File: src/rtl/wit_pkg.sv
// ----------------------------------------------------------------------------
// Whitespace instruction tokenizer package
// Transaction types, opcode numbering and status codes shared by the block.
// ----------------------------------------------------------------------------
package wit_pkg;

  typedef struct packed {
    logic [7:0] source_byte;
    logic       end_of_stream;
  } in_item_t;

  typedef struct packed {
    logic [4:0]         opcode;
    logic               has_argument;
    logic signed [31:0] argument;
    logic [1:0]         status;
  } out_item_t;

  // Decoder result toward the output register.
  typedef struct packed {
    logic      valid;
    out_item_t item;
  } dec_res_t;

  localparam logic [4:0] OP_PUSH        = 5'd0;
  localparam logic [4:0] OP_DUPLICATE   = 5'd1;
  localparam logic [4:0] OP_SWAP        = 5'd2;
  localparam logic [4:0] OP_DISCARD     = 5'd3;
  localparam logic [4:0] OP_COPY        = 5'd4;
  localparam logic [4:0] OP_SLIDE       = 5'd5;
  localparam logic [4:0] OP_ADD         = 5'd6;
  localparam logic [4:0] OP_SUBTRACT    = 5'd7;
  localparam logic [4:0] OP_MULTIPLY    = 5'd8;
  localparam logic [4:0] OP_DIVIDE      = 5'd9;
  localparam logic [4:0] OP_MODULO      = 5'd10;
  localparam logic [4:0] OP_STORE       = 5'd11;
  localparam logic [4:0] OP_RETRIEVE    = 5'd12;
  localparam logic [4:0] OP_MARK        = 5'd13;
  localparam logic [4:0] OP_CALL        = 5'd14;
  localparam logic [4:0] OP_JUMP        = 5'd15;
  localparam logic [4:0] OP_JUMP_ZERO   = 5'd16;
  localparam logic [4:0] OP_JUMP_NEG    = 5'd17;
  localparam logic [4:0] OP_RETURN      = 5'd18;
  localparam logic [4:0] OP_END         = 5'd19;
  localparam logic [4:0] OP_WRITE_CHAR  = 5'd20;
  localparam logic [4:0] OP_WRITE_NUM   = 5'd21;
  localparam logic [4:0] OP_READ_CHAR   = 5'd22;
  localparam logic [4:0] OP_READ_NUM    = 5'd23;

  localparam logic [1:0] ST_OK        = 2'd0;
  localparam logic [1:0] ST_INVALID   = 2'd1;
  localparam logic [1:0] ST_OVERFLOW  = 2'd2;
  localparam logic [1:0] ST_TRUNCATED = 2'd3;

endpackage

File: src/rtl/wit_decoder.sv
// ----------------------------------------------------------------------------
// Whitespace instruction decoder
// Holds the prefix-tree phase and argument accumulator, and advances them by
// one source byte per step, producing at most one result per byte.
// ----------------------------------------------------------------------------
module wit_decoder #(
  parameter int ARG_BITS = 32
) (
  input  logic             clk,
  input  logic             rst_n,
  input  logic             step,
  input  wit_pkg::in_item_t  item,
  output wit_pkg::dec_res_t  res
);
  import wit_pkg::*;

  localparam int MAG_W  = ARG_BITS - 1;
  localparam int WIDE_W = (ARG_BITS > 32) ? ARG_BITS : 32;

  localparam logic [1:0] SYM_SPACE   = 2'd0;
  localparam logic [1:0] SYM_TAB     = 2'd1;
  localparam logic [1:0] SYM_NEWLINE = 2'd2;

  typedef enum logic [4:0] {
    PH_START, PH_T, PH_STACK, PH_STACK_L, PH_STACK_T, PH_ARITH, PH_ARITH_S,
    PH_ARITH_T, PH_HEAP, PH_FLOW, PH_FLOW_S, PH_FLOW_T, PH_FLOW_L, PH_IO,
    PH_IO_S, PH_IO_T, PH_SIGN, PH_DIGITS
  } phase_t;

  typedef struct packed {
    logic       bad;
    logic       is_cmd;
    phase_t     nxt;
    logic [4:0] op;
  } tree_ent_t;

  function automatic tree_ent_t go(input phase_t ph);
    tree_ent_t e;
    e = '{bad: 1'b0, is_cmd: 1'b0, nxt: ph, op: OP_PUSH};
    return e;
  endfunction

  function automatic tree_ent_t cmd(input logic [4:0] op);
    tree_ent_t e;
    e = '{bad: 1'b0, is_cmd: 1'b1, nxt: PH_START, op: op};
    return e;
  endfunction

  function automatic tree_ent_t bad();
    tree_ent_t e;
    e = '{bad: 1'b1, is_cmd: 1'b0, nxt: PH_START, op: OP_PUSH};
    return e;
  endfunction

  // Three-way choice on the symbol: space, tab, newline.
  function automatic tree_ent_t pick(input logic [1:0] sym, input tree_ent_t s,
                                     input tree_ent_t t, input tree_ent_t n);
    tree_ent_t e;
    case (sym)
      SYM_SPACE: e = s;
      SYM_TAB:   e = t;
      default:   e = n;
    endcase
    return e;
  endfunction

  function automatic tree_ent_t tree_step(input phase_t ph, input logic [1:0] sym);
    tree_ent_t e;
    case (ph)
      PH_START:   e = pick(sym, go(PH_STACK), go(PH_T), go(PH_FLOW));
      PH_T:       e = pick(sym, go(PH_ARITH), go(PH_HEAP), go(PH_IO));
      PH_STACK:   e = pick(sym, cmd(OP_PUSH), go(PH_STACK_T), go(PH_STACK_L));
      PH_STACK_L: e = pick(sym, cmd(OP_DUPLICATE), cmd(OP_SWAP), cmd(OP_DISCARD));
      PH_STACK_T: e = pick(sym, cmd(OP_COPY), bad(), cmd(OP_SLIDE));
      PH_ARITH:   e = pick(sym, go(PH_ARITH_S), go(PH_ARITH_T), bad());
      PH_ARITH_S: e = pick(sym, cmd(OP_ADD), cmd(OP_SUBTRACT), cmd(OP_MULTIPLY));
      PH_ARITH_T: e = pick(sym, cmd(OP_DIVIDE), cmd(OP_MODULO), bad());
      PH_HEAP:    e = pick(sym, cmd(OP_STORE), cmd(OP_RETRIEVE), bad());
      PH_FLOW:    e = pick(sym, go(PH_FLOW_S), go(PH_FLOW_T), go(PH_FLOW_L));
      PH_FLOW_S:  e = pick(sym, cmd(OP_MARK), cmd(OP_CALL), cmd(OP_JUMP));
      PH_FLOW_T:  e = pick(sym, cmd(OP_JUMP_ZERO), cmd(OP_JUMP_NEG), cmd(OP_RETURN));
      PH_FLOW_L:  e = pick(sym, bad(), bad(), cmd(OP_END));
      PH_IO:      e = pick(sym, go(PH_IO_S), go(PH_IO_T), bad());
      PH_IO_S:    e = pick(sym, cmd(OP_WRITE_CHAR), cmd(OP_WRITE_NUM), bad());
      PH_IO_T:    e = pick(sym, cmd(OP_READ_CHAR), cmd(OP_READ_NUM), bad());
      default:    e = bad();
    endcase
    return e;
  endfunction

  function automatic logic takes_argument(input logic [4:0] op);
    return (op == OP_PUSH) || (op == OP_COPY) || (op == OP_SLIDE) ||
           (op == OP_MARK) || (op == OP_CALL) || (op == OP_JUMP) ||
           (op == OP_JUMP_ZERO) || (op == OP_JUMP_NEG);
  endfunction

  phase_t            phase_r, phase_nxt;
  logic [4:0]        pending_r, pending_nxt;
  logic              neg_r, neg_nxt;
  logic [MAG_W-1:0]  mag_r, mag_nxt;
  logic              ovf_r, ovf_nxt;

  logic              is_sym;
  logic [1:0]        sym;
  tree_ent_t         ent;
  logic [ARG_BITS-1:0] value;
  logic [WIDE_W-1:0] value_ext;

  always_comb begin
    is_sym = 1'b1;
    sym    = SYM_SPACE;
    case (item.source_byte)
      8'd32:   sym = SYM_SPACE;
      8'd9:    sym = SYM_TAB;
      8'd10:   sym = SYM_NEWLINE;
      default: is_sym = 1'b0;
    endcase
  end

  assign ent       = tree_step(phase_r, sym);
  assign value     = neg_r ? (ARG_BITS'(0) - {1'b0, mag_r}) : {1'b0, mag_r};
  assign value_ext = WIDE_W'($signed(value));

  always_comb begin
    phase_nxt   = phase_r;
    pending_nxt = pending_r;
    neg_nxt     = neg_r;
    mag_nxt     = mag_r;
    ovf_nxt     = ovf_r;
    res         = '0;

    if (is_sym) begin
      case (phase_r)
        PH_SIGN: begin
          if (sym == SYM_NEWLINE) begin
            res.valid       = 1'b1;
            res.item.status = ST_INVALID;
            phase_nxt       = PH_START;
          end else begin
            neg_nxt   = (sym == SYM_TAB);
            phase_nxt = PH_DIGITS;
          end
        end
        PH_DIGITS: begin
          if (sym == SYM_NEWLINE) begin
            res.valid             = 1'b1;
            res.item.opcode       = pending_r;
            res.item.has_argument = 1'b1;
            res.item.status       = ovf_r ? ST_OVERFLOW : ST_OK;
            res.item.argument     = ovf_r ? 32'sd0 : $signed(value_ext[31:0]);
            phase_nxt             = PH_START;
          end else if (!ovf_r) begin
            // Top magnitude bit set means one more digit exceeds the positive limit.
            if (mag_r[MAG_W-1]) begin
              ovf_nxt = 1'b1;
            end else begin
              mag_nxt = {mag_r[MAG_W-2:0], (sym == SYM_TAB)};
            end
          end
        end
        default: begin
          if (ent.bad) begin
            res.valid       = 1'b1;
            res.item.status = ST_INVALID;
            phase_nxt       = PH_START;
          end else if (ent.is_cmd) begin
            if (takes_argument(ent.op)) begin
              pending_nxt = ent.op;
              neg_nxt     = 1'b0;
              mag_nxt     = '0;
              ovf_nxt     = 1'b0;
              phase_nxt   = PH_SIGN;
            end else begin
              res.valid       = 1'b1;
              res.item.opcode = ent.op;
              phase_nxt       = PH_START;
            end
          end else begin
            phase_nxt = ent.nxt;
          end
        end
      endcase
    end

    if (item.end_of_stream) begin
      if (!res.valid && (phase_nxt != PH_START)) begin
        res.valid       = 1'b1;
        res.item.status = ST_TRUNCATED;
      end
      phase_nxt = PH_START;
    end

    // Any finished instruction or error returns the decoder to a clean start.
    if (phase_nxt == PH_START) begin
      pending_nxt = OP_PUSH;
      neg_nxt     = 1'b0;
      mag_nxt     = '0;
      ovf_nxt     = 1'b0;
    end
  end

  always_ff @(posedge clk) begin
    if (!rst_n) begin
      phase_r   <= PH_START;
      pending_r <= OP_PUSH;
      neg_r     <= 1'b0;
      mag_r     <= '0;
      ovf_r     <= 1'b0;
    end else if (step) begin
      phase_r   <= phase_nxt;
      pending_r <= pending_nxt;
      neg_r     <= neg_nxt;
      mag_r     <= mag_nxt;
      ovf_r     <= ovf_nxt;
    end
  end

endmodule

File: src/rtl/whitespace_instruction_tokenizer.sv
// ----------------------------------------------------------------------------
// Whitespace instruction tokenizer
// Turns a stream of source bytes into decoded instructions with arguments.
// ----------------------------------------------------------------------------
// The block takes one source byte per clock while in_stall is low and
// returns at most one instruction transaction per byte. A byte passes from an
// input register through the decoder into an output register; the decoder
// state updates as the result is registered, so a steady stream runs at one
// byte per cycle while the output is not stalled. Bytes other than space, tab
// and newline are ignored as symbols, though their end-of-stream mark counts.
// Errors and truncation come out as nonzero-status transactions and restart decoding.
module whitespace_instruction_tokenizer #(
  parameter int ARG_BITS = 32
) (
  input  logic               clk,
  input  logic               rst_n,
  input  logic               in_valid,
  output logic               in_stall,
  input  wit_pkg::in_item_t  in_item,
  output logic               out_valid,
  input  logic               out_stall,
  output wit_pkg::out_item_t out_item
);
  import wit_pkg::*;

  logic      in_valid_r;
  in_item_t  in_item_r;
  logic      out_valid_r;
  out_item_t out_item_r;
  logic      advance;
  dec_res_t  dec_res;

  // The held byte is decoded once the output register can take its result.
  assign advance  = in_valid_r && (!out_valid_r || !out_stall);
  assign in_stall = in_valid_r && !advance;

  wit_decoder #(
    .ARG_BITS(ARG_BITS)
  ) u_decoder (
    .clk   (clk),
    .rst_n (rst_n),
    .step  (advance),
    .item  (in_item_r),
    .res   (dec_res)
  );

  always_ff @(posedge clk) begin
    if (!rst_n) begin
      in_valid_r  <= 1'b0;
      out_valid_r <= 1'b0;
    end else begin
      if (!in_stall) begin
        in_valid_r <= in_valid;
      end
      if (advance) begin
        out_valid_r <= dec_res.valid;
      end else if (out_valid_r && !out_stall) begin
        out_valid_r <= 1'b0;
      end
    end
  end

  always_ff @(posedge clk) begin
    if (in_valid && !in_stall) begin
      in_item_r <= in_item;
    end
    if (advance && dec_res.valid) begin
      out_item_r <= dec_res.item;
    end
  end

  assign out_valid = out_valid_r;
  assign out_item  = out_item_r;

endmodule

File: config.mk
export PLATFORM = sky130hd
export DESIGN_NAME = whitespace_instruction_tokenizer
export DESIGN_NICKNAME = d
export VERILOG_FILES = /design/src/rtl/wit_pkg.sv /design/src/rtl/wit_decoder.sv /design/src/rtl/whitespace_instruction_tokenizer.sv
export SDC_FILE = /design/constraint.sdc
export NUM_CORES = 1
export LEC_CHECK = 0
export BUFFER_PORTS_ARGS = -buffer_cell sky130_fd_sc_hd__buf_2
export CAP_MARGIN = 20
export CORE_MARGIN = 1
export CORE_UTILIZATION = 42
export CTS_CLUSTER_DIAMETER = 150
export DETAILED_ROUTE_END_ITERATION = 8
export PLACE_DENSITY = 0.63
export SLEW_MARGIN = 20
export SYNTH_ARGS = -nofsm -noshare
export SYNTH_HDL_FRONTEND = slang
export SYNTH_SLANG_ARGS = --single-unit
File: constraint.sdc
create_clock -name clk -period 4.6 [get_ports clk]
set_input_delay 0.92 -clock clk [delete_from_list [all_inputs] [get_ports clk]]
set_output_delay 0.92 -clock clk [all_outputs]
set_load 0.05 [all_outputs]
# [Yosys cells after proc, flatten, opt, wreduce, memory -nomap -nowiden]
# Index checks and enable logic that the tools add are counted.
[totals] elab_cells=179 regBits=94 output_inout_bits=42 romBits=0 mem_bits_rw=0 latchBits=0 inputBits=13 memories=0
[op_classes] n_reduce_logical=43 div=0 n_mux=77 shift=0 n_bitwise=4 add_sub_neg=1 n_lt_le_gt_ge=0 mul=0 eq_ne=39
[ops] cell="$mux 31" n=8
[ops] cell="$pmux 12 s16" n=1
[ops] cell="$pmux 12 s2" n=7
[ops] cell="$mux 41" n=2
[ops] cell="$mux 5" n=14
[ops] cell="$mux 32" n=2
[ops] cell="$pmux 31 s2" n=1
[ops] cell="$eq 5x4->1 const B" n=11
[ops] cell="$pmux 9 s2" n=2
[ops] cell="$mux 33" n=1
[ops] cell="$sub 1x31->32 const A" n=1
[ops] cell="$eq 5x3->1 const B" n=6
[ops] cell="$pmux 11 s2" n=1
[ops] cell="$eq 5x5->1 const B" n=4
[ops] cell="$mux 1" n=20
[ops] cell="$pmux 2 s2" n=5
[ops] cell="$pmux 5 s2" n=2
[ops] cell="$ne 3x3->1 const B" n=6
[ops] cell="$eq 8x4->1 const B" n=2
[ops] cell="$pmux 8 s2" n=1
[ops] cell="$logic_not 5->1" n=3
[ops] cell="$reduce_and 7->1" n=2
[ops] cell="$mux 12" n=1
[ops] cell="$mux 6" n=2
[ops] cell="other kinds (26)" n=59

# [Depth between registers and ports, before layout]
# Gate-level depths: netlist of run 1.
[logic_depth] word_depth=24 ltp_mapped=12

# [Cells and area by module]
# From an unflattened synthesis of run 1, not the netlist that was laid out.
[hier_totals] hier_cells=492 area_unflattened_um2=4967.3
[by_module_without_submodules] module="wit_decoder" area_each_um2=3404.5 cells_each=433 seq_area_each_um2=860.8 instances=1
[by_module_without_submodules] module="whitespace_instruction_tokenizer" area_each_um2=1562.7 cells_each=59 seq_area_each_um2=1511.4 instances=1

# [Worst setup path after synthesis of run 1]
# Ideal clock, no wire load.
[synth_path] path_kind="reg2reg" from="register in_item_r[3] (netlist bit)" to="register out_item_r, in the netlist out_item[0], enable pin" arrival_ns=3.968 setup_slack_ns=0.195 path_buffers=0 stages_incl_launch_ff=10 synth_period_minus_slack_ns=4.405 setup_ns=0.437 cell_sequence="edfxtp_1 nor4_4 nand3_1 mux2i_1 a2111oi_2 nand4_1 a21bo_4 a21bo_2 a22oi_1 nor2_1"
[synth_between] elab_chain_len=24 elab_cells_between_ends=62 cone_classes="12 x eq/ne; 35 x mux; 15 x reduce/logical"
[synth_rtl] item="from (decl)" line="whitespace_instruction_tokenizer.sv:27" text="in_item_t in_item_r;"
[synth_rtl] item="from (signal assigned)" line="whitespace_instruction_tokenizer.sv:65" text="in_item_r <= in_item;"
[synth_rtl] item="$eq 8x4->1" line="wit_decoder.sv:112" text="case (item.source_byte)"
[synth_rtl] item="$pmux 2 s2" line="wit_decoder.sv:112"
[synth_rtl] item="$eq 2x1->1 / $logic_not 2->1 (equally long branches)" line="wit_decoder.sv:59" text="case (sym)"
[synth_rtl] item="$reduce_or 2->1 (no source line)"
[synth_rtl] item="$mux 12" line="wit_decoder.sv:59"
[synth_rtl] item="$pmux 12 s16" line="wit_decoder.sv:69" text="case (ph)"
[synth_rtl] item="$eq 5x3->1 / $logic_not 5->1 (equally long branches)" line="wit_decoder.sv:92" text="return (op == OP_PUSH) || (op == OP_COPY) || (op == OP_SLIDE) ||"
[synth_rtl] item="$logic_or 1x1->1 (3 in series)" line="wit_decoder.sv:92"
[synth_rtl] item="[6 not listed]"
[synth_rtl] item="$mux 5 / $mux 1 (equally long branches)" line="wit_decoder.sv:162" text="if (ent.bad) begin"
[synth_rtl] item="$pmux 5 s2 / $pmux 1 s2 (equally long branches)" line="wit_decoder.sv:133" text="case (phase_r)"
[synth_rtl] item="$mux 5 / $mux 41 (equally long branches)" line="wit_decoder.sv:132" text="if (is_sym) begin"
[synth_rtl] item="$reduce_bool 5->1 / $logic_not 1->1 (equally long branches)" line="wit_decoder.sv:186" text="if (!res.valid && (phase_nxt != PH_START)) begin"
[synth_rtl] item="$logic_and 1x1->1" line="wit_decoder.sv:186"
[synth_rtl] item="$mux 1" line="wit_decoder.sv:186"
[synth_rtl] item="$mux 1 *" line="wit_decoder.sv:185" text="if (item.end_of_stream) begin"
[synth_rtl] item="$logic_and 1x1->1 *" line="whitespace_instruction_tokenizer.sv:67" text="if (advance && dec_res.valid) begin"
[synth_rtl] item="to (signal assigned)" line="whitespace_instruction_tokenizer.sv:68" text="out_item_r <= dec_res.item;"
[synth_rtl] item="to (decl)" line="whitespace_instruction_tokenizer.sv:29" text="out_item_t out_item_r;"
# Mark *: on every way between the ends. The rest lies on a longest branch, timed or not.
# A chain may end at the register's enable or synchronous reset.

# [Worst setup path after layout of run 1]
[layout_path] from="register in_item_r[3] (netlist bit)" to="register out_item_r, in the netlist out_item[28], enable pin"
# The elaborated chain is that of the path after synthesis.

==> results of run 1 <==
## worst reg2reg max path, cell delays in order, from the launching register on
cell and delay (ps):
edfxtp_1 500, nor4_4 530, nand3_1 240, mux2i_1 220, a2111oi_2 490, nand4_1 180, a21bo_4 270, a21bo_2 180
a22oi_1 150, nor2_4 510, buf_12 260
## Yosys cell counts, types with 3 or more instances
| library cell | count |
|---|---|
| nor4_1 | 3 |
| buf_6 | 3 |
| nand2b_1 | 9 |
| dfxtp_1 | 45 |
| and2_1 | 5 |
| nor3b_1 | 3 |
| nor2_1 | 62 |
| mux2i_1 | 4 |
| buf_2 | 9 |
| inv_1 | 6 |
| a22oi_1 | 3 |
| nand3_1 | 9 |
| a22o_1 | 31 |
| clkbuf_1 | 14 |
| o31ai_1 | 7 |
| nand2_1 | 46 |
| o41ai_1 | 6 |
| nand4b_1 | 3 |
| nand3b_1 | 3 |
| or4_1 | 5 |
| xor2_1 | 29 |
| o21a_1 | 3 |
| edfxtp_1 | 49 |
| or3_1 | 5 |
| o21ai_0 | 21 |
| nor3_1 | 14 |
| o21ai_1 | 6 |
| nor2b_1 | 8 |
| o221a_2 | 3 |
| a21oi_1 | 20 |
| and3_1 | 6 |
## path summary, 6_finish.rpt
kind | start | to | slack [ps] | cells after the start
max reg2reg | in_item_r[3] | out_item[28] | 780 | 10
min reg2reg | u_decoder.pending_r[2] | u_decoder.pending_r[2] | 460 | 2
max | in_item_r[3] | out_item[28] | 780 | 10
min | u_decoder.pending_r[2] | u_decoder.pending_r[2] | 460 | 2
## placed cells by master (no fill, tap or decap), types with 5 or more instances in the layout
cell type / instances
nor2_1: 61
buf_2: 54
edfxtp_1: 49
nand2_1: 46
dfxtp_1: 45
a22o_1: 31
xor2_1: 29
o21ai_0: 21
a21oi_1: 20
nor3_1: 14
nand2b_1: 9
nand3_1: 9
clkbuf_16: 9
nor2b_1: 8
o31ai_1: 7
o21ai_1: 6
inv_1: 6
and3_1: 6
o41ai_1: 6
or3_1: 5
and2_1: 5
or4_1: 5
## registers in the layout (all words and copies together), names as in the netlist
| signal | flops |
|---|---|
| in_item_r | 9 |
| in_valid_r | 1 |
| out_item | 40 |
| out_valid | 1 |
| u_decoder.mag_r | 31 |
| u_decoder.neg_r | 1 |
| u_decoder.ovf_r | 1 |
| u_decoder.pending_r | 5 |
| u_decoder.phase_r | 5 |
## layout make-up
| type | instances | area [um2] | area share, % |
|---|---|---|---|
| clock buffer | 9 | 225 | 4.03 |
| clock inverter | 7 | 95.1 | 1.70 |
| inverter | 8 | 30.0 | 0.537 |
| multi-input combinational | 364 | 2370 | 42.3 |
| sequential | 94 | 2370 | 42.5 |
| tap | 143 | 179 | 3.20 |
| timing repair buffer | 59 | 320 | 5.73 |
## cells by family (layout without fill, tap and decap cells)
kind of cell | count (synthesis) | count (layout) | synth area share (%)
AND/OR/NAND/NOR | 203 | 203 | 22.2
flip-flops | 94 | 94 | 48.5
multiplexers | 4 | 4 | 0.818
AO/OA/AOI/OAI | 125 | 125 | 19.4
adder cells (fa/ha/maj) | 1 | 1 | 0.256
buffers and inverters | 35 | 83 | 3.37
XOR/XNOR | 31 | 31 | 5.55
## layer usage
| layer | track usage, % | up-vias |
|---|---|---|
| met5 | 0 | - |
| met4 | 5.71 | 0 |
| met3 | 5.10 | 19 |
| met2 | 29.7 | 146 |
| met1 | 27.3 | 1884 |
| li1 | - | 1919 |
## power by group
group	internal, mW	leakage [nW]	switching, mW
Sequential	0.884	0.914	0.0131
Clock	0.478	0.158	0.322
Combinational	0.0199	1.14	0.0333
Total	1.38	2.21	0.368
==> flow_summary.toml, run 1 <==
[die]
start_util_pct = 43.1
std_cell_rows = 39
die_area_mm2 = 0.0121
ios = 55
core-area_mm2 = 0.0114
die_h_um = 110
die-width_um = 110

[yosys]
synth_edf_count = 49
synth.top_cell.area_share_pct = 30.1
ys_seq_area_share_pct = 48.5
synth_seq_cells = 94
post-synth-top-area-cell = "edfxtp_1"
async_flop_share_pct = 0
netlist_area_mm2 = 0.00490
ys.flop_type = "edfxtp_1"
yosys_warnings = 0
synthDistinctLibCells = 73
syn-num-nets = 507
synthTopCellsByArea = "edfxtp_1 30%, dfxtp_1 18%, a22o_1 5.5%"
synthCells = 493
syn_avg_cell_area_um2 = 9.93

[sta]
clock_skew_ps = 7.67
hold_viol_final = 0
setup_ws_ps = 779
worst_pin_slew_ps = 1020
fin_crit_sh_pct = 83.1
slew_violations = 0
fmax_mhz = 262
max_slew_margin_pct = 31.9
hold_ws_ps = 456
setup_tns_ps = 0
rsz0062_at_grt = "no"
layout_min_cycle_time_ps = 3820
finalSetupViolCount = 0

[pwr]
total_power_mw = 1.75
p_leak_nw = 2.21
p_per_area_mw_per_mm2 = 313
vdd_drop_max_mv = 0.149

[worst_setup_path]
cp_data_arrival_time_ps = 3860
path_max_fanout = 21
path_buf_inv = 1
critPathMaxStageDelay_ps = 530
end_kind = "flip-flop"
start_kind = "flip-flop"
crit_slowest_cell = "nor4_4"
critical_path.top_delay_family = "simple AND/OR/NAND/NOR gates"
worstPathRequired_ps = 4640
path_cells = "nor4_4 > nand3_1 > mux2i_1 > a2111oi_2 > nand4_1 > a21bo_4 > a21bo_2 > a22oi_1 > nor2_4 > buf_12"
critPathKind = "flip-flop to flip-flop"

[clocking]
post_cts_buffers = 0
cts_made_buffers = 9
clk_path_buf_depth = 2
post_cts_resize_count = 0
cts_tree = "built"
cts.sinks = 94
cts_root_buf = "clkbuf_16"
clk_pin_slew_worst_paths_ps = 70
cts_hold_buffers = 0
insertion_delay_ps = 340
htreeDepth = 3

[route]
wl_met3_um = 656
dr.pass1.iters = 5
drtIter0Drc = 425
num_vias = 3968
wl_per_cell_um = 16.4
ant_nets = 0
top_layer = "met4"
wl_met1_mm = 5.41
route.met2.wl_mm = 5.03
avgViaCountPerCell = 5.80
drc = 0
totalWireLength_mm = 11.2

[place]
place_ws_ps = 810
port_buffers = 54
dp_hpwl_mm = 7.98
placed_area_mm2 = 0.00527
dp_cells = 668
gp_congestion = 0.917

[global_routing]
antenna_found_initial = 0
grtUsageTotal_pct = 19.6
grt_pass1_vias = 3661
grt_first_pass_wirelength_mm = 18.3
grt-ovfl-total = 0
grt_max_degree = 34

[finish]
nNetsFinal = 550
final-instance-count-excl-fill = 684
drive_above_1_share_pct = 18.3
diodes = 0
fillers = 1074
areaGrowthSynthToFinish_pct = 14.1
final_util_pct = 49.1
stdcell_area_mm2 = 0.00559

[worst_hold_path]
hp-class = "flip-flop to flip-flop"

[job]
cap_violations = 0

[run_status]
status = "finished, final reports clean"
No activity file was read; power rests on OpenSTA's default activity.
==> run 2, diff against run 1 <==
==> constraint.sdc (replaced) <==
create_clock -name clk -period 3.1 [get_ports clk]
set_input_delay 0.62 -clock clk [delete_from_list [all_inputs] [get_ports clk]]
set_output_delay 0.62 -clock clk [all_outputs]
set_load 0.05 [all_outputs]
==> flow_summary.toml, run 2 (synthesis gave the netlist of run 1 again) <==
[worst_setup_path]
critPathMaxStageDelay_ps = 450
r2r_end = "out_item[11]"
critPathKind = "flip-flop to flip-flop"
cp_data_arrival_time_ps = 3160
r2r-start = "in_item_r[3]"
crit_end = "out_item[11]"
critical_path.top_delay_family = "compound AO/OA/AOI/OAI gates"
cp-startpoint = "in_item_r[3]"
path_max_fanout = 6
crit_slowest_cell = "edfxtp_1"
end_kind = "flip-flop"
path_buf_inv = 4
rrSetupSlack_ps = 10
path_cells = "nor4_4 > buf_6 > buf_6 > and2_4 > nand3_1 > o221a_1 > a311oi_2 > nor4_2 > a21bo_4 > a22oi_2 > buf_6 > nor2_4 > clkbuf_16"
crit_cells = 13
crit_top_cell = "buf_6"
start_kind = "flip-flop"
worstPathRequired_ps = 3170
rr_worst_depth = 13

[sta]
max_slew_margin_pct = 52.9
finalSetupViolCount = 0
setup_tns_ps = 0
worst_pin_slew_ps = 705
slew_violations = 0
clock_skew_ps = 7.73
setup_ws_ps = 10.4
fin_crit_sh_pct = 99.7
rsz0062_at_grt = "yes"
fmax_mhz = 324
layout_min_cycle_time_ps = 3090
hold_viol_final = 0

[die]
die_h_um = 110
std_cell_rows = 39
ios = 55
start_util_pct = 43.1
die_area_mm2 = 0.0121
core-area_mm2 = 0.0114
die-width_um = 110

[pwr]
p_per_area_mw_per_mm2 = 386
vdd_drop_max_mv = 0.375
p_leak_nw = 2.72

[finish]
nNetsFinal = 647
fillers = 999
areaGrowthSynthToFinish_pct = 35.0
mostFrequentLayoutCell = "buf_4"
diodes = 0
drive_above_1_share_pct = 34.2
final-instance-count-excl-fill = 781
largest_register_ff_count = 40
stdcell_area_mm2 = 0.00661
final_cell_mix = "86 x buf_4, 60 x nor2_1, 54 x buf_2"

[global_routing]
grt_first_pass_wirelength_mm = 20.1
antenna_found_initial = 0
grtUsageTotal_pct = 22.0
grt_pass1_vias = 4040
grt-ovfl-total = 0
grt_max_degree = 33

[place]
dp_cells = 735
port_buffers = 54
dp_hpwl_mm = 9.02
gp_congestion = 0.886
placed_area_mm2 = 0.00582
place_ws_ps = -480

[route]
ant_nets = 0
totalWireLength_mm = 13.3
drc = 0
num_vias = 4412
wl_per_cell_um = 17.0
avgViaCountPerCell = 5.65
drtIter0Drc = 318
dr.pass1.iters = 6

[clocking]
clk_path_buf_depth = 2
clk_pin_slew_worst_paths_ps = 60
htreeDepth = 3
cts_made_buffers = 9
cts_root_buf = "clkbuf_16"
cts_tree = "built"
insertion_delay_ps = 350
cts.sinks = 94

[run_status]
status = "finished, final reports clean"

[job]
cap_violations = 0

[worst_hold_path]
hp-class = "primary input to flip-flop"
worstHoldPathCells = 1
==> run 2: area by class of cell <==
cell class | instances | area, um2 | share of cell area [%]
clock buffer | 13 | 272 | 4.11
clock inverter | 3 | 26.3 | 0.398
inverter | 8 | 30.0 | 0.454
multi-input combinational | 367 | 2600 | 39.4
sequential | 94 | 2370 | 35.9
tap | 143 | 179 | 2.71
timing repair buffer | 153 | 1120 | 17.0
==> run 2: metal layers <==
metal,global-route usage [%],share of wire [%],vias to the layer above,routed length [um]
met5,0,0,-,0
met4,8.10,2.0,0,264
met3,5.81,5.9,19,778
met2,33.1,46,142,6100
met1,30.2,46,2132,6120
li1,-,-,2119,-
==> run 2: worst reg2reg max path: cells and delay by family, from the launching register on <==
kind,cells,cell delay (ps)
AO/OA/AOI/OAI,4,880
flip-flops,1,450
AND/OR/NAND/NOR,5,810
buffers and inverters,4,680
==> run 2: timing repair <==
item	CTS	global route
pin swaps	3	44
buffers inserted	13	14
hold buffers	0	0
endpoints found under the setup margin	70	72
resized for setup	9	32
gates cloned	3	3
==> run 2: how the worst min path moves through the flow <==
| stage | start | to | slack, ps |
|---|---|---|---|
| finish | in_item[2] | in_item_r[2] | 450 |
| global route | in_item[2] | in_item_r[2] | 440 |
| CTS | in_item[8] | in_item_r[8] | 440 |
| detailed placement | u_decoder.pending_r[3] | u_decoder.pending_r[3] | 460 |
| global placement | u_decoder.pending_r[3] | u_decoder.pending_r[3] | 440 |
| floorplan | u_decoder.pending_r[0] | u_decoder.pending_r[0] | 440 |
==> run 2: where the power goes <==
part	leakage, nW	internal [mW]	switching (mW)
logic	1.67	0.0655	0.0757
registers	0.914	1.31	0.0158
clock network	0.139	0.621	0.464
total	2.72	2.00	0.555
==> run 2: stage by stage <==
stage	total power, mW	utilization (%)	hold WS (ps)
after floorplan	1.42	-	436
after global placement	1.46	51.2	445
after detailed placement	1.46	51.2	455
after CTS	2.55	55.3	436
after global routing	2.64	58.1	435
final	2.55	58.1	449
==> run 3, diff against run 2 <==
--- a/config.mk
+++ b/config.mk
@@ -8,10 +8,11 @@
 export BUFFER_PORTS_ARGS = -buffer_cell sky130_fd_sc_hd__buf_2
 export CAP_MARGIN = 20
 export CORE_MARGIN = 1
-export CORE_UTILIZATION = 42
+export CORE_UTILIZATION = 53
 export CTS_CLUSTER_DIAMETER = 150
 export DETAILED_ROUTE_END_ITERATION = 8
-export PLACE_DENSITY = 0.63
+export PLACE_DENSITY = 0.76
+export RECOVER_POWER = 25
 export SLEW_MARGIN = 20
 export SYNTH_ARGS = -nofsm -noshare
 export SYNTH_HDL_FRONTEND = slang
==> flow_summary.toml, run 3 (synthesis gave the netlist of run 1 again) <==
[sta]
fmax_mhz = 309
max_slew_margin_pct = 51.4
hold_ws_ps = 434
layout_min_cycle_time_ps = 3230
finalSetupViolCount = 70
worst_pin_slew_ps = 727
hold_viol_final = 0
setup_ws_ps = -134
rsz0062_at_grt = "yes"
fin_crit_sh_pct = 104
clock_skew_ps = 16.2
slew_violations = 0

[finish]
mostFrequentLayoutCell = "buf_4"
fillers = 661
nNetsFinal = 650
final_util_pct = 72.1
final-instance-count-excl-fill = 749
final_cell_mix = "89 x buf_4, 59 x nor2_1, 49 x edfxtp_1"
drive_above_1_share_pct = 30.7
diodes = 0
largest_register_ff_count = 40
areaGrowthSynthToFinish_pct = 30.3

[die]
start_util_pct = 55.3
ios = 55
core-area_mm2 = 0.00885
die-width_um = 98.1
die_h_um = 98.1
std_cell_rows = 34
die_area_mm2 = 0.00963

[place]
dp_cells = 704
port_buffers = 54
place_ws_ps = -467
gp_congestion = 1.01
dp_hpwl_mm = 8.87

[global_routing]
grtUsageTotal_pct = 27.4
grt-ovfl-total = 0
grt_max_degree = 31
antenna_found_initial = 0
grt_first_pass_wirelength_mm = 20.7
grt_pass1_vias = 4152

[run_status]
status = "complete, but fails checks"
violations = "DRC, setup timing"

[worst_setup_path]
path_max_fanout = 7
critPathKind = "flip-flop to flip-flop"
cp_data_arrival_time_ps = 3370
worstPathRequired_ps = 3240
end_kind = "flip-flop"
start_kind = "flip-flop"

[clocking]
cts_tree = "built"
cts.sinks = 94
htreeDepth = 3
insertion_delay_ps = 360
cts_hold_buffers = 0
cts_root_buf = "clkbuf_8"
clk_pin_slew_worst_paths_ps = 110
cts_made_buffers = 9
clk_path_buf_depth = 2

[route]
num_vias = 4517
dr.pass1.iters = 7
drtIter0Drc = 324
wl_per_cell_um = 17.7
wl_met3_mm = 1.03
wl_met1_mm = 5.86
top_layer = "met4"
route.met2.wl_mm = 6.08
drc = 4
ant_nets = 0
totalWireLength_mm = 13.2
avgViaCountPerCell = 6.03

[pwr]
p_per_area_mw_per_mm2 = 355
vdd_drop_max_mv = 0.328
p_leak_nw = 2.61

[worst_hold_path]
hp-class = "primary input to flip-flop"

[job]
cap_violations = 0
-- run 3: per-layer routing --
layer	GRT usage (%)	vias up
met5	0	-
met4	8.16	0
met3	5.65	29
met2	42.2	207
met1	39.0	2145
li1	-	2136
-- run 3: final timing paths --
path | start | end | slack, ps | cells after the start
worst min-delay path | in_item[7] | in_item_r[7] | 430 | 1
worst min register to register | u_decoder.pending_r[3] | u_decoder.pending_r[3] | 470 | 2
worst max-delay path | in_item_r[7] | out_item[2] | -130 | 13
worst max register to register | in_item_r[7] | out_item[2] | -130 | 13
-- run 3: through the flow --
stage | area [um2] | setup TNS, ps | power [mW]
2_1_floorplan | 4930 | -1190 | 1.42
3_3_place_gp | 5800 | -15960 | 1.45
3_5_place_dp | 5800 | -21040 | 1.46
4_1_cts | 6220 | 0 | 2.26
5_1_grt | 6380 | -13950 | 2.34
6_report | 6380 | -6280 | 2.27
-- run 3: power breakdown --
part,internal (mW),switching (mW),total [mW]
Sequential,1.31,0.0148,1.33
Combinational,0.0596,0.0739,0.133
Clock,0.320,0.487,0.807
Total,1.69,0.576,2.27
-- run 3: worst max-delay path: stages (launching register included) --
cell       delay [ps]
edfxtp_1          450
buf_6             150
or4_4             590
nor2_4            160
buf_4             130
a21oi_1            50
o21a_1            220
nand4_1           140
a21bo_4           280
a21bo_4           220
a22oi_2           210
buf_6             170
nor2_4             60
clkbuf_16         190
-- run 3: layout make-up --
cell class / instances / area [um2] / area share [%]
Timing Repair Buffer: 156 / 1120 / 17.5
Clock buffer: 9 / 124 / 1.94
Inverter: 8 / 30.0 / 0.471
Sequential cell: 94 / 2370 / 37.2
Clock inverter: 7 / 75.1 / 1.18
Tap cell: 108 / 135 / 2.12
Multi-Input combinational cell: 367 / 2520 / 39.6
-- run 3: repair_timing --
| action | CTS | global route |
|---|---|---|
| buffers inserted | 12 | 14 |
| endpoints found under the setup margin | 70 | 73 |
| pin swaps | 9 | 11 |
| cloned | 3 | 1 |
| resized for setup | 16 | 15 |
